`src/rtl/anu2_pkg.sv`:
```
package anu2_pkg;

   localparam int DefaultRoundCount = 25;
   localparam int RoundIdxWidth     = 5;
   localparam int HalfWidth         = 32;
   localparam int KeyWidth          = 128;
   localparam int CsrDataWidth      = 64;
   localparam int CsrIndexWidth     = 2;

   localparam logic [CsrIndexWidth-1:0] CSR_KEY_HIGH = CsrIndexWidth'(0);
   localparam logic [CsrIndexWidth-1:0] CSR_KEY_LOW  = CsrIndexWidth'(1);

   typedef logic [3:0] nibble_type;
   localparam nibble_type SBOX [16] = '{
      4'd14, 4'd4, 4'd11, 4'd1, 4'd7, 4'd9, 4'd12, 4'd10,
      4'd13, 4'd2, 4'd0, 4'd15, 4'd8, 4'd5, 4'd3, 4'd6
   };

   typedef struct packed {
      logic [HalfWidth-1:0] plain_left;
      logic [HalfWidth-1:0] plain_right;
   } req_payload_type;

   typedef struct packed {
      logic [HalfWidth-1:0] cipher_left;
      logic [HalfWidth-1:0] cipher_right;
   } rsp_payload_type;

   // One item as it moves down the round pipeline, with its working key.
   typedef struct packed {
      logic [HalfWidth-1:0] left;
      logic [HalfWidth-1:0] right;
      logic [KeyWidth-1:0]  key;
   } stage_type;

   function automatic logic [HalfWidth-1:0] sbox_word(input logic [HalfWidth-1:0] x);
      logic [HalfWidth-1:0] y;
      y = '0;
      for (int i = 0; i < HalfWidth / 4; i++) begin
         y[4*i +: 4] = SBOX[x[4*i +: 4]];
      end
      return y;
   endfunction

   // One cipher round followed by one key schedule step.
   function automatic stage_type round_step(input stage_type s,
                                            input logic [RoundIdxWidth-1:0] idx);
      stage_type            o;
      logic [HalfWidth-1:0] rk1;
      logic [HalfWidth-1:0] rk2;
      logic [HalfWidth-1:0] l1;
      logic [KeyWidth-1:0]  k;
      rk1 = s.key[HalfWidth-1:0];
      rk2 = s.key[2*HalfWidth-1:HalfWidth];
      l1  = sbox_word(s.left) ^ {s.right[2:0], s.right[HalfWidth-1:3]} ^ rk1;
      o.left  = s.right ^ {l1[HalfWidth-11:0], l1[HalfWidth-1:HalfWidth-10]} ^ rk2;
      o.right = l1;
      k = {s.key[KeyWidth-14:0], s.key[KeyWidth-1:KeyWidth-13]};
      k[3:0] = SBOX[k[3:0]];
      k[7:4] = SBOX[k[7:4]];
      k[63:59] = k[63:59] ^ idx;
      o.key = k;
      return o;
   endfunction

endpackage

```
`src/rtl/anu2_round.sv`:
```
module anu2_round #(
   parameter int ROUND_INDEX = 0
) (
   input  logic                 clock,
   input  logic                 reset,
   input  logic                 up_valid,
   output logic                 up_ready,
   input  anu2_pkg::stage_type  up_data,
   output logic                 down_valid,
   input  logic                 down_ready,
   output anu2_pkg::stage_type  down_data
);

   logic                valid_ff;
   logic                valid_in;
   anu2_pkg::stage_type data_ff;
   anu2_pkg::stage_type data_in;

   // The stage takes a new item when it is empty or its item moves on.
   assign up_ready = !valid_ff || down_ready;
   assign valid_in = up_ready ? up_valid : valid_ff;
   assign data_in  = anu2_pkg::round_step(up_data,
                        anu2_pkg::RoundIdxWidth'(ROUND_INDEX));

   always_ff @(posedge clock) begin
      if (reset) begin
         valid_ff <= 1'b0;
      end else begin
         valid_ff <= valid_in;
      end
   end

   always_ff @(posedge clock) begin
      if (up_ready && up_valid) begin
         data_ff <= data_in;
      end
   end

   assign down_valid = valid_ff;
   assign down_data  = data_ff;

endmodule

```
`config.mk`:
```
export PLATFORM = sky130hd
export DESIGN_NAME = anu2_round
export DESIGN_NICKNAME = d
export VERILOG_FILES = /design/src/rtl/anu2_pkg.sv /design/src/rtl/anu2_round.sv
export SDC_FILE = /design/constraint.sdc
export NUM_CORES = 1
export LEC_CHECK = 0
export BUFFER_PORTS_ARGS = -buffer_cell sky130_fd_sc_hd__buf_2
export CAP_MARGIN = 30
export CORE_ASPECT_RATIO = 0.9
export CORE_UTILIZATION = 25
export DETAILED_ROUTE_END_ITERATION = 12
export GPL_ROUTABILITY_DRIVEN = 0
export HOLD_SLACK_MARGIN = 0.06
export PLACE_DENSITY = 0.49
export SETUP_SLACK_MARGIN = 0.02
export SLEW_MARGIN = 10
export SYNTH_ARGS = -nofsm -noshare
export SYNTH_HDL_FRONTEND = slang
export SYNTH_SLANG_ARGS = --single-unit
export TNS_END_PERCENT = 20
```
`constraint.sdc`:
```
create_clock -name clock -period 9.8 [get_ports clock]
set_input_delay 0.49 -clock clock [delete_from_list [all_inputs] [get_ports clock]]
set_output_delay 0.49 -clock clock [all_outputs]
set_load 0.01 [all_outputs]
```
### Word-level counts from Yosys, hierarchy flattened

Memories as Yosys holds them, arrays and structs flattened. A register that Yosys moved wholly into a read port is not among the register bits.
Index checks and enable logic that the tools add are counted.

| storage, ports and cells | value |
|---|---|
| memories kept | 10 |
| bits in registers | 193 |
| memory bits (read-only) | 640 |

Memories:

| memory | depth | width | rd ports | clocked after Yosys merged registers in | wr ports | RTL line | RTL |
|---|---|---|---|---|---|---|---|
| (no name shown) | 16 | 4 | 1 | 1 | 0 | anu2_pkg.sv:60 | `k[7:4] = SBOX[k[7:4]];` |
| (no name shown) | 16 | 4 | 1 | 1 | 0 | anu2_pkg.sv:59 | `k[3:0] = SBOX[k[3:0]];` |
| (no name shown) | 16 | 4 | 1 | 0 | 0 | anu2_pkg.sv:40 | `y[4*i +: 4] = SBOX[x[4*i +: 4]];` |
| (no name shown) | 16 | 4 | 1 | 0 | 0 | anu2_pkg.sv:40 |  |
| (no name shown) | 16 | 4 | 1 | 0 | 0 | anu2_pkg.sv:40 |  |
| (no name shown) | 16 | 4 | 1 | 0 | 0 | anu2_pkg.sv:40 |  |
| 4 more memories | -- | -- | -- | -- | -- | -- |  |

| operators by class | value |
|---|---|
| multiplexer cells | 20 |
| bitwise operators | 14 |
| magnitude comparators | 10 |
| reductions and logical operators | 3 |

Operators with widths:

| kind | count |
|---|---|
| 32-bit bitwise XOR | 4 |
| 4-bit two-way mux | 20 |
| 5-bit greater-or-equal comparator, second input constant | 10 |
| 4-bit NOT with 5-bit output | 10 |
| 1-bit logical AND | 1 |
| 1-bit zero test | 1 |
| 1-bit logical OR | 1 |

### Longest topological paths before layout

Gate-level depths: netlist (run 1).

| logic depth | value |
|---|---|
| depth after elaboration | 8 |
| depth in mapped cells | 6 |
| gate-level depth less buffers | 6 |

### Least setup slack after synthesis (run 1)

Ideal clock, no wire load.

| path | value |
|---|---|
| path type | input-to-reg |
| from | input port down_ready |
| to | register, netlist name down_data[0] |
| stages | 2 |
| library setup time | 0.576 ns |
| path slack | 4.134 ns |
| arrival | 5.089 ns |
| data required time | 9.224 ns |
| buffers on the path | 0 |
| path through | nand2b_1 > and2_1 |

| on the way | value |
|---|---|
| longest elaborated chain between the ends | 2 |

Ends and longest elaborated chain:

| item | RTL line | RTL |
|---|---|---|
| from (decl) | anu2_round.sv:10 | `input logic down_ready,` |
| 1-bit logical OR | anu2_round.sv:20 | `assign up_ready = !valid_ff \|\| down_ready;` |
| 1-bit logical AND | anu2_round.sv:34 | `if (up_ready && up_valid) begin` |

No other way between the ends.
A chain may end at the register's enable or synchronous reset.

### Worst setup path after layout (run 1)

| path | value |
|---|---|
| from | register valid_ff (netlist: down_valid) |
| to | register data_ff, in the netlist down_data[86], enable pin |

| on the way | value |
|---|---|
| longest elaborated chain between the ends | 3 |

Ends and longest elaborated chain:

| item | RTL line | RTL |
|---|---|---|
| from (decl) | anu2_round.sv:14 | `logic valid_ff;` |
| from (signal assigned) | anu2_round.sv:29 | `valid_ff <= valid_in;` |
| 1-bit zero test | anu2_round.sv:20 |  |
| 1-bit logical OR | anu2_round.sv:20 |  |
| 1-bit logical AND | anu2_round.sv:34 |  |
| to (signal assigned) | anu2_round.sv:35 | `data_ff <= data_in;` |
| to (decl) | anu2_round.sv:16 | `anu2_pkg::stage_type data_ff;` |

No other way between the ends.

==> results of run 1 <==
[layout make-up]
type	instances	area, um2
Tap cell	422	528
Timing Repair Buffer	393	2010
Clock inverter	15	176
Multi-Input combinational cell	264	2390
Clock buffer	17	425
Inverter	30	113
Sequential cell	193	5790
Fill cell	3287	21400
[power groups by stage]
stage                     registers (uW)  clock network, uW  logic [uW]
after floorplan                     1100                  0         172
after global placement              1050                  0         394
after detailed placement            1050                  0         397
after CTS                           1030                750         397
after global routing                1040                777         426
final                               1030                719         388
[cell usage in the layout, fill, tap and decap left out, types with 2 or more instances in the layout]
cell	n
o21ai_0	10
edfxtp_1	192
xnor2_2	9
clkinv_2	2
ha_1	20
inv_8	4
a211oi_1	2
inv_6	2
xor2_1	34
clkbuf_16	17
o211ai_1	5
nor2_1	9
nand2_1	10
clkinvlp_4	2
inv_1	30
xnor2_1	112
mux4_2	8
buf_4	2
a21oi_1	16
mux2i_1	26
bufinv_16	2
buf_2	389
[state kept, by name, summed over array words and instances, names as in the netlist]
| register | count |
|---|---|
| down_data | 192 |
| down_valid | 1 |
[worst paths after layout]
kind,from,to,slack [ns],cells past startpoint
worst min-delay path,reset,down_valid,0.19,2
worst min register to register,down_valid,down_valid,0.53,2
worst max register to register,down_valid,down_data[86],7.64,5
worst max-delay path,down_valid,down_data[86],7.64,5
[worst max-delay path: stages (launching register included)]
cell	delay [ns]
dfxtp_1	0.31
nand2b_1	0.11
and2_4	0.29
buf_16	0.26
buf_4	0.50
buf_12	0.30
[stage by stage]
step	setup WS [ns]	utilization, %
floorplan	4.13	-
global placement	6.97	32.8
detailed placement	6.93	32.8
CTS	7.23	34.6
global route	7.48	34.8
finish	7.64	34.8
[kinds of logic after synthesis]
family / Yosys count
simple gates: 22
fa+ha+maj: 20
compound gates: 33
xor+xnor: 155
mux: 34
buf+inv: 41
flops: 193
[layer usage]
layer	track usage, %	routed length, um	vias to the layer above	part of all wire (%)
li1	-	-	2573	-
met1	14.6	8810	2512	41
met2	20.9	10600	228	49
met3	5.17	1830	15	8.5
met4	3.97	257	0	1.2
met5	0	0	-	0
==> impl_metrics.toml, run 1 <==
[run_status]
outcome = "completed"

[timing]
setup_viol = 0
whs_ns = 0.193
min_period_ns = 2.16
rsz0062_at_grt = "no"
max_freq_mhz = 463
tightest_slew_ns = 0.732
maxSlewHeadroom_pct = 51.2
drv_slew = 0
setup_tns_ns = 0
fin_skew_ns = 0.00796
hold_viol_final = 0
fin_crit_sh_pct = 22.1

[synth]
synthesis.area_um2 = 8340
netlist-cell-type-count = 21
synth_xor_area_share_pct = 17.1
synth_most_common_cell = "edfxtp_1"
synth_top_flop_cell = "edfxtp_1"
synth_compound_area_share_pct = 2.19
ys_warn_count = 0
yosysSeqAreaShare_pct = 69.3
synthTopCellsByCount = "192 x edfxtp_1, 112 x xnor2_1, 34 x xor2_1, 30 x inv_1, 26 x mux2i_1"
netlist_top_cells_area = "edfxtp_1 69%, xnor2_1 12%, xor2_1 3.6%, mux2i_1 3.1%, ha_1 3.0%"
synth_top_family_by_area = "XOR/XNOR gates"
synthMuxAreaShare_pct = 5.28
async_flop_share_pct = 0
syn_avg_cell_area_um2 = 16.8
ys_seq_elements = 193
synthAdderAreaFrac_pct = 3.00
syn_inst = 498
synth_simple_gate_area_share_pct = 1.08
synth_fp_nets = 714
yosysTopAreaCell = "edfxtp_1"
synth.top_cell.area_share_pct = 69.1
synth-edff-count = 192

[clock_network]
tritoncts = "built"
clock-sinks = 193
clk_pin_slew_worst_paths_ns = 0.07
ctsResizeCount = 0
postCtsSetupRepairBufs = 0
clk_latency_ns = 0.45
numCtsBuffers = 17
cts.hold.buffers_added = 0
cts_buffer_depth = 2
root_buffer = "clkbuf_16"
htreeDepth = 4

[global_route]
grt_pass1_wl_mm = 31.2
grt_antenna_before_repair = 0
grt_max_degree = 75
first_global_vias = 5287
overflow = 0
track_usage_pct = 12.5

[critical_path]
critPathRequiredTime_ns = 9.94
cp.arrival_ns = 2.30
critPathKind = "register to register"
end_kind = "register"
startpoint_type = "register"
cp_max_fo = 52

[job]
cap_viol_max_count = 0

[min_path]
hold_path.class = "input port to register"

[routing]
routed_wl_mm = 21.5
ant_nets = 0
drc = 0
detail_route.iter0.violations = 145
dr_total_vias = 5328
dr.pass1.iters = 4
post_drt_wl_per_cell_um = 16.1
vias_per_cell = 3.99

[pwr]
switching_share_pct = 26.4
vdd_drop_max_uv = 117
power.density_nw_per_um2 = 187
p_sw_uw = 565
internal_power_uw = 1570
p_clk_share_pct = 33.6
p_comb_share_pct = 18.2
leakagePower_uw = 0.00476
p_seq_share_pct = 48.2
p_total_uw = 2140

[finish]
nets = 1115
antenna_cells = 0
drive_gt1_share_pct = 48.5
final_cell_area_um2 = 11400
fin_cells = 1334
synthToLayoutAreaGrowth_pct = 37.0

[die]
fp.dieH_um = 175
design.portCount = 390
design.core.area_um2 = 32900
die_w_um = 195
start_util_pct = 25.4
rows = 63
die_area_um2 = 34100

[placement]
dp_hpwl_mm = 17.1
placed_cells = 1300
dpl_cell_area_um2 = 10800
portBuffers = 389
Note: power is estimated with default switching activity, not from simulation.
==> inputs of run 2 (changes only) <==
--- a/config.mk
+++ b/config.mk
@@ -12,7 +12,7 @@
 export DETAILED_ROUTE_END_ITERATION = 12
 export GPL_ROUTABILITY_DRIVEN = 0
 export HOLD_SLACK_MARGIN = 0.06
-export PLACE_DENSITY = 0.49
+export PLACE_DENSITY = 0.51
 export SETUP_SLACK_MARGIN = 0.02
 export SLEW_MARGIN = 10
 export SYNTH_ARGS = -nofsm -noshare
==> constraint.sdc (replaced) <==
create_clock -name clock -period 1.9 [get_ports clock]
set_input_delay 0.095 -clock clock [delete_from_list [all_inputs] [get_ports clock]]
set_output_delay 0.095 -clock clock [all_outputs]
set_load 0.01 [all_outputs]
==> run 2 against run 1 <==
Effect of this change: worst setup slack got worse by 7.6 ns; largest power group unchanged; clock-buffer cell count rose by 1; largest cell class unchanged; highest routed layer unchanged; via count rose by 10%; sequential cell count did not move; critical path type is now input port to register; combinational power rose to 5.8 times the previous value; utilization rose by 4.4 points; routed wire length rose by 4.9%; critical endpoint is now down_data[1]; clock skew rose by 0.0035 ns; first-iteration DRC count rose by 2.1%; cell area rose by 13%.
==> impl_metrics.toml, run 2 (synthesis gave the netlist of run 1 again) <==
[run_status]
outcome = "completed"

[min_path]
hold_path.class = "input port to register"

[clock_network]
htreeDepth = 4
clk_pin_slew_worst_paths_ns = 0.07
postCtsSetupRepairBufs = 0
root_buffer = "clkbuf_16"
cts_buffer_depth = 2
clk_latency_ns = 0.44
tritoncts = "built"
clock-sinks = 193
numCtsBuffers = 17

[routing]
ant_nets = 0
dr.pass1.iters = 4
vias_per_cell = 3.97
dr_total_vias = 5860
post_drt_wl_per_cell_um = 15.3
drc = 0
routed_wl_mm = 22.6
detail_route.iter0.violations = 148

[pwr]
power.density_nw_per_um2 = 870
vdd_drop_max_uv = 598
leakagePower_uw = 0.00537

[timing]
rsz0062_at_grt = "no"
tightest_slew_ns = 0.581
worst_slack_ns = 0.00597
fin_skew_ns = 0.0115
min_period_ns = 1.89
fin_crit_sh_pct = 99.7
maxSlewHeadroom_pct = 61.1
setup_viol = 0
max_freq_mhz = 528
drv_slew = 0
hold_viol_final = 0

[die]
design.portCount = 390
die_area_um2 = 34100
rows = 63
design.core.area_um2 = 32900
start_util_pct = 25.4
die_w_um = 195
fp.dieH_um = 175

[global_route]
grt_pass1_wl_mm = 34.2
grt_antenna_before_repair = 0
grt_max_degree = 58
overflow = 0
track_usage_pct = 13.4
first_global_vias = 6178

[critical_path]
critPathRequiredTime_ns = 2.08
reg2reg_slack_ns = 0.51
end_kind = "register"
critPathKind = "input port to register"
cp.arrival_ns = 2.08
startpoint_type = "input port"
cp_max_fo = 7
critPathSlowestCell = "dlygate4sd3_1"
cpPeakStageDelay_ns = 0.57
critPathTopFamily = "buffers and inverters"
crit_top_cell = "dlygate4sd3_1"
cp_num_buf_inv = 4
cp_cell_sequence = "dlygate4sd3_1, buf_4, nand2_1, dlygate4sd3_1, o21ai_0, dlygate4sd3_1"

[placement]
dpl_worst_slack_ns = 0.210
dpl_cell_area_um2 = 10900
dp_hpwl_mm = 17.1
portBuffers = 389

[finish]
layout_commonest_cell = "buf_2"
multi_input_area_um2 = 2400
regArea_um2 = 5790
synthToLayoutAreaGrowth_pct = 54.3
final_cell_mix = "388 x buf_2, 192 x edfxtp_1, 137 x dlygate4sd3_1"
nets = 1258
nFillCells = 3123
final_cell_area_um2 = 12900
drive_gt1_share_pct = 42.5
antenna_cells = 0
largest_reg_flops = 192
utilization_pct = 39.2

[job]
cap_viol_max_count = 0
-- run 2: cell count changes in the layout (fill, tap and decap cells not counted), moves of 2 or more --
cell	delta
dlygate4sd3_1	+137
inv_6	+3
buf_12	+5
buf_4	+3
inv_8	-2
-- run 2: stage by stage --
step | std cells | setup TNS [ns] | total power [uW] | hold slack [ns]
after floorplan | 498 | -61.96 | 6540 | 0.157
after global placement | 1308 | 0 | 7470 | 0.244
after detailed placement | 1308 | 0 | 7500 | 0.244
after CTS | 1477 | 0 | 11400 | 0.0606
after global routing | 1477 | 0 | 11800 | 0.0744
final | 1477 | 0 | 11200 | 0.0913
-- run 2: layout make-up --
cell class,instances,area share [%]
multi-input combinational,264,18.6
timing repair buffer,536,27.0
sequential,193,44.9
tap,422,4.10
clock buffer,18,3.33
inverter,30,0.874
clock inverter,14,1.18
-- run 2: what timing repair did --
item / CTS / global route
setup endpoints to repair: 0 / 1
hold buffers: 137 / 0
gates resized for setup: 0 / 1
endpoints found under the hold margin: 148 / 0
-- run 2: worst paths after layout --
path,start,endpoint,cells past startpoint
max,up_data[117],down_data[1],6
max reg2reg,down_valid,down_data[78],3
min,up_data[134],down_data[166],3
min reg2reg,down_valid,down_data[173],2
-- run 2: power by group --
part | switching, uW | internal (uW) | total (uW) | leakage [uW]
clock network | 1660 | 1970 | 3620 | 0.000285
logic | 1150 | 1110 | 2260 | 0.00322
registers | 97.2 | 5230 | 5330 | 0.00187
-- run 2: worst reg2reg max path: stages (launching register included) --
cell,delay [ns]
dfxtp_2,0.34
nand2b_4,0.07
and2_4,0.28
buf_12,0.33
-- run 2: per-layer routing --
metal | wire [um] | vias up | global-route usage, %
met4 | 232 | 0 | 3.67
met3 | 1970 | 11 | 5.65
met2 | 11100 | 221 | 22.4
li1 | - | 2867 | -
met1 | 9260 | 2761 | 15.6
met5 | 0 | - | 0
==> inputs of run 3 (changes only) <==
--- a/config.mk
+++ b/config.mk
@@ -12,6 +12,7 @@
 export DETAILED_ROUTE_END_ITERATION = 12
 export GPL_ROUTABILITY_DRIVEN = 0
 export HOLD_SLACK_MARGIN = 0.06
+export MAX_ROUTING_LAYER = met4
 export PLACE_DENSITY = 0.51
 export SETUP_SLACK_MARGIN = 0.02
 export SLEW_MARGIN = 10
==> run 3 against run 2 <==
Effect of this change: the run now ends with setup timing left; via count unchanged; global-route usage is 0.43 points higher; clock skew barely moved; critical path type unchanged; highest routed layer unchanged.
==> impl_metrics.toml, run 3 (synthesis gave the netlist of run 1 again) <==
[die]
fp.dieH_um = 175
die_area_um2 = 34100
design.core.area_um2 = 32900
design.portCount = 390
start_util_pct = 25.4
rows = 63
die_w_um = 195

[critical_path]
cp_max_fo = 7
reg2regPathDepth = 3
cp-startpoint = "up_data[117]"
critPathRequiredTime_ns = 2.08
critPathKind = "input port to register"
worstReg2RegEnd = "down_data[78]"
reg2reg_from = "down_valid"
end_kind = "register"
cp.arrival_ns = 2.08
reg2reg_slack_ns = 0.50
startpoint_type = "input port"

[routing]
post_drt_wl_per_cell_um = 15.3
vias_per_cell = 3.97
wl_met2_mm = 11.2
wl_met1_mm = 9.41
dr_total_vias = 5860
wl_met3_mm = 1.86
ant_nets = 0
drc = 0
routed.top_layer = "met4"
detail_route.iter0.violations = 160
routed_wl_mm = 22.6
dr.pass1.iters = 4

[job]
cap_viol_max_count = 0

[clock_network]
htreeDepth = 4
clk_latency_ns = 0.44
clk_pin_slew_worst_paths_ns = 0.07
root_buffer = "clkbuf_16"
clock-sinks = 193
numCtsBuffers = 17
cts_buffer_depth = 2
tritoncts = "built"

[timing]
hold_viol_final = 0
worst_slack_ns = -0.00457
max_freq_mhz = 525
whs_ns = 0.0891
drv_slew = 0
fin_skew_ns = 0.0114
rsz0062_at_grt = "no"
min_period_ns = 1.90
setup_viol = 1
setup_tns_ns = -0.00457
fin_crit_sh_pct = 100
tightest_slew_ns = 0.584
maxSlewHeadroom_pct = 61.0

[global_route]
grt_pass1_wl_mm = 34.2
track_usage_pct = 13.8
first_global_vias = 6176
grt_antenna_before_repair = 0
grt_max_degree = 58
overflow = 0

[min_path]
hold_path.class = "input port to register"
min-delay-start = "up_data[157]"
hold_end = "down_data[189]"
hold_depth = 3

[run_status]
violations = "setup timing"
outcome = "finished with violations"

[finish]
drive_gt1_share_pct = 42.5
fin_cells = 1477
layout_commonest_cell = "buf_2"
nFillCells = 3123
final_cell_mix = "388 x buf_2, 192 x edfxtp_1, 137 x dlygate4sd3_1"
antenna_cells = 0
nets = 1258
largest_reg_flops = 192
synthToLayoutAreaGrowth_pct = 54.3

[pwr]
vdd_drop_max_uv = 594
leakagePower_uw = 0.00537
power.density_nw_per_um2 = 871

[placement]
placed_cells = 1308
dpl_worst_slack_ns = 0.210
dp_hpwl_mm = 17.1
portBuffers = 389
[run 3: through the flow]
step | utilization [%] | cell area, um2 | power, uW
after floorplan | - | 8360 | 6540
after global placement | 33.2 | 10900 | 7470
after detailed placement | 33.2 | 10900 | 7500
after CTS | 39.2 | 12900 | 11400
after global routing | 39.2 | 12900 | 11800
final | 39.2 | 12900 | 11200
[run 3: worst max path at each step]
stage,cells past startpoint,slack [ns],endpoint
CTS,6,0.14,down_data[1]
finish,6,-0.005,down_data[1]
floorplan,2,-0.32,down_data[0]
detailed placement,6,0.21,down_data[177]
global placement,6,0.25,down_data[177]
global route,6,0.02,down_data[1]
[run 3: power by group]
part / total (uW) / switching [uW] / internal, uW / leakage, uW
sequential: 5330 / 97.1 / 5230 / 0.00187
clock: 3630 / 1660 / 1970 / 0.000285
combinational: 2260 / 1150 / 1110 / 0.00322
[run 3: routing by layer]
metal / track usage [%] / up-vias
met5: - / -
met4: 3.67 / 0
met3: 5.30 / 8
met2: 22.3 / 220
met1: 16.0 / 2771
li1: - / 2861
[run 3: final cells by class]
class                           instances  area, um2  area share, %
Clock buffer                           18        429           3.33
Clock inverter                         14        151           1.18
Inverter                               30        113          0.874
Multi-Input combinational cell        264       2400           18.6
Sequential cell                       193       5790           44.9
Tap cell                              422        528           4.10
Timing Repair Buffer                  536       3470           27.0
[run 3: repair_timing]
item	4_1_cts	5_1_grt
endpoints found under the setup margin	0	1
hold endpoints to repair	148	0
setup buffers	0	0
hold buffers	137	0
resized for setup	0	1
[run 3: worst max-delay path, cell delays in order]
cell and delay, ns:
dlygate4sd3_1 0.54, buf_4 0.16, nand2_1 0.07, dlygate4sd3_1 0.56, o21ai_0 0.09, dlygate4sd3_1 0.58
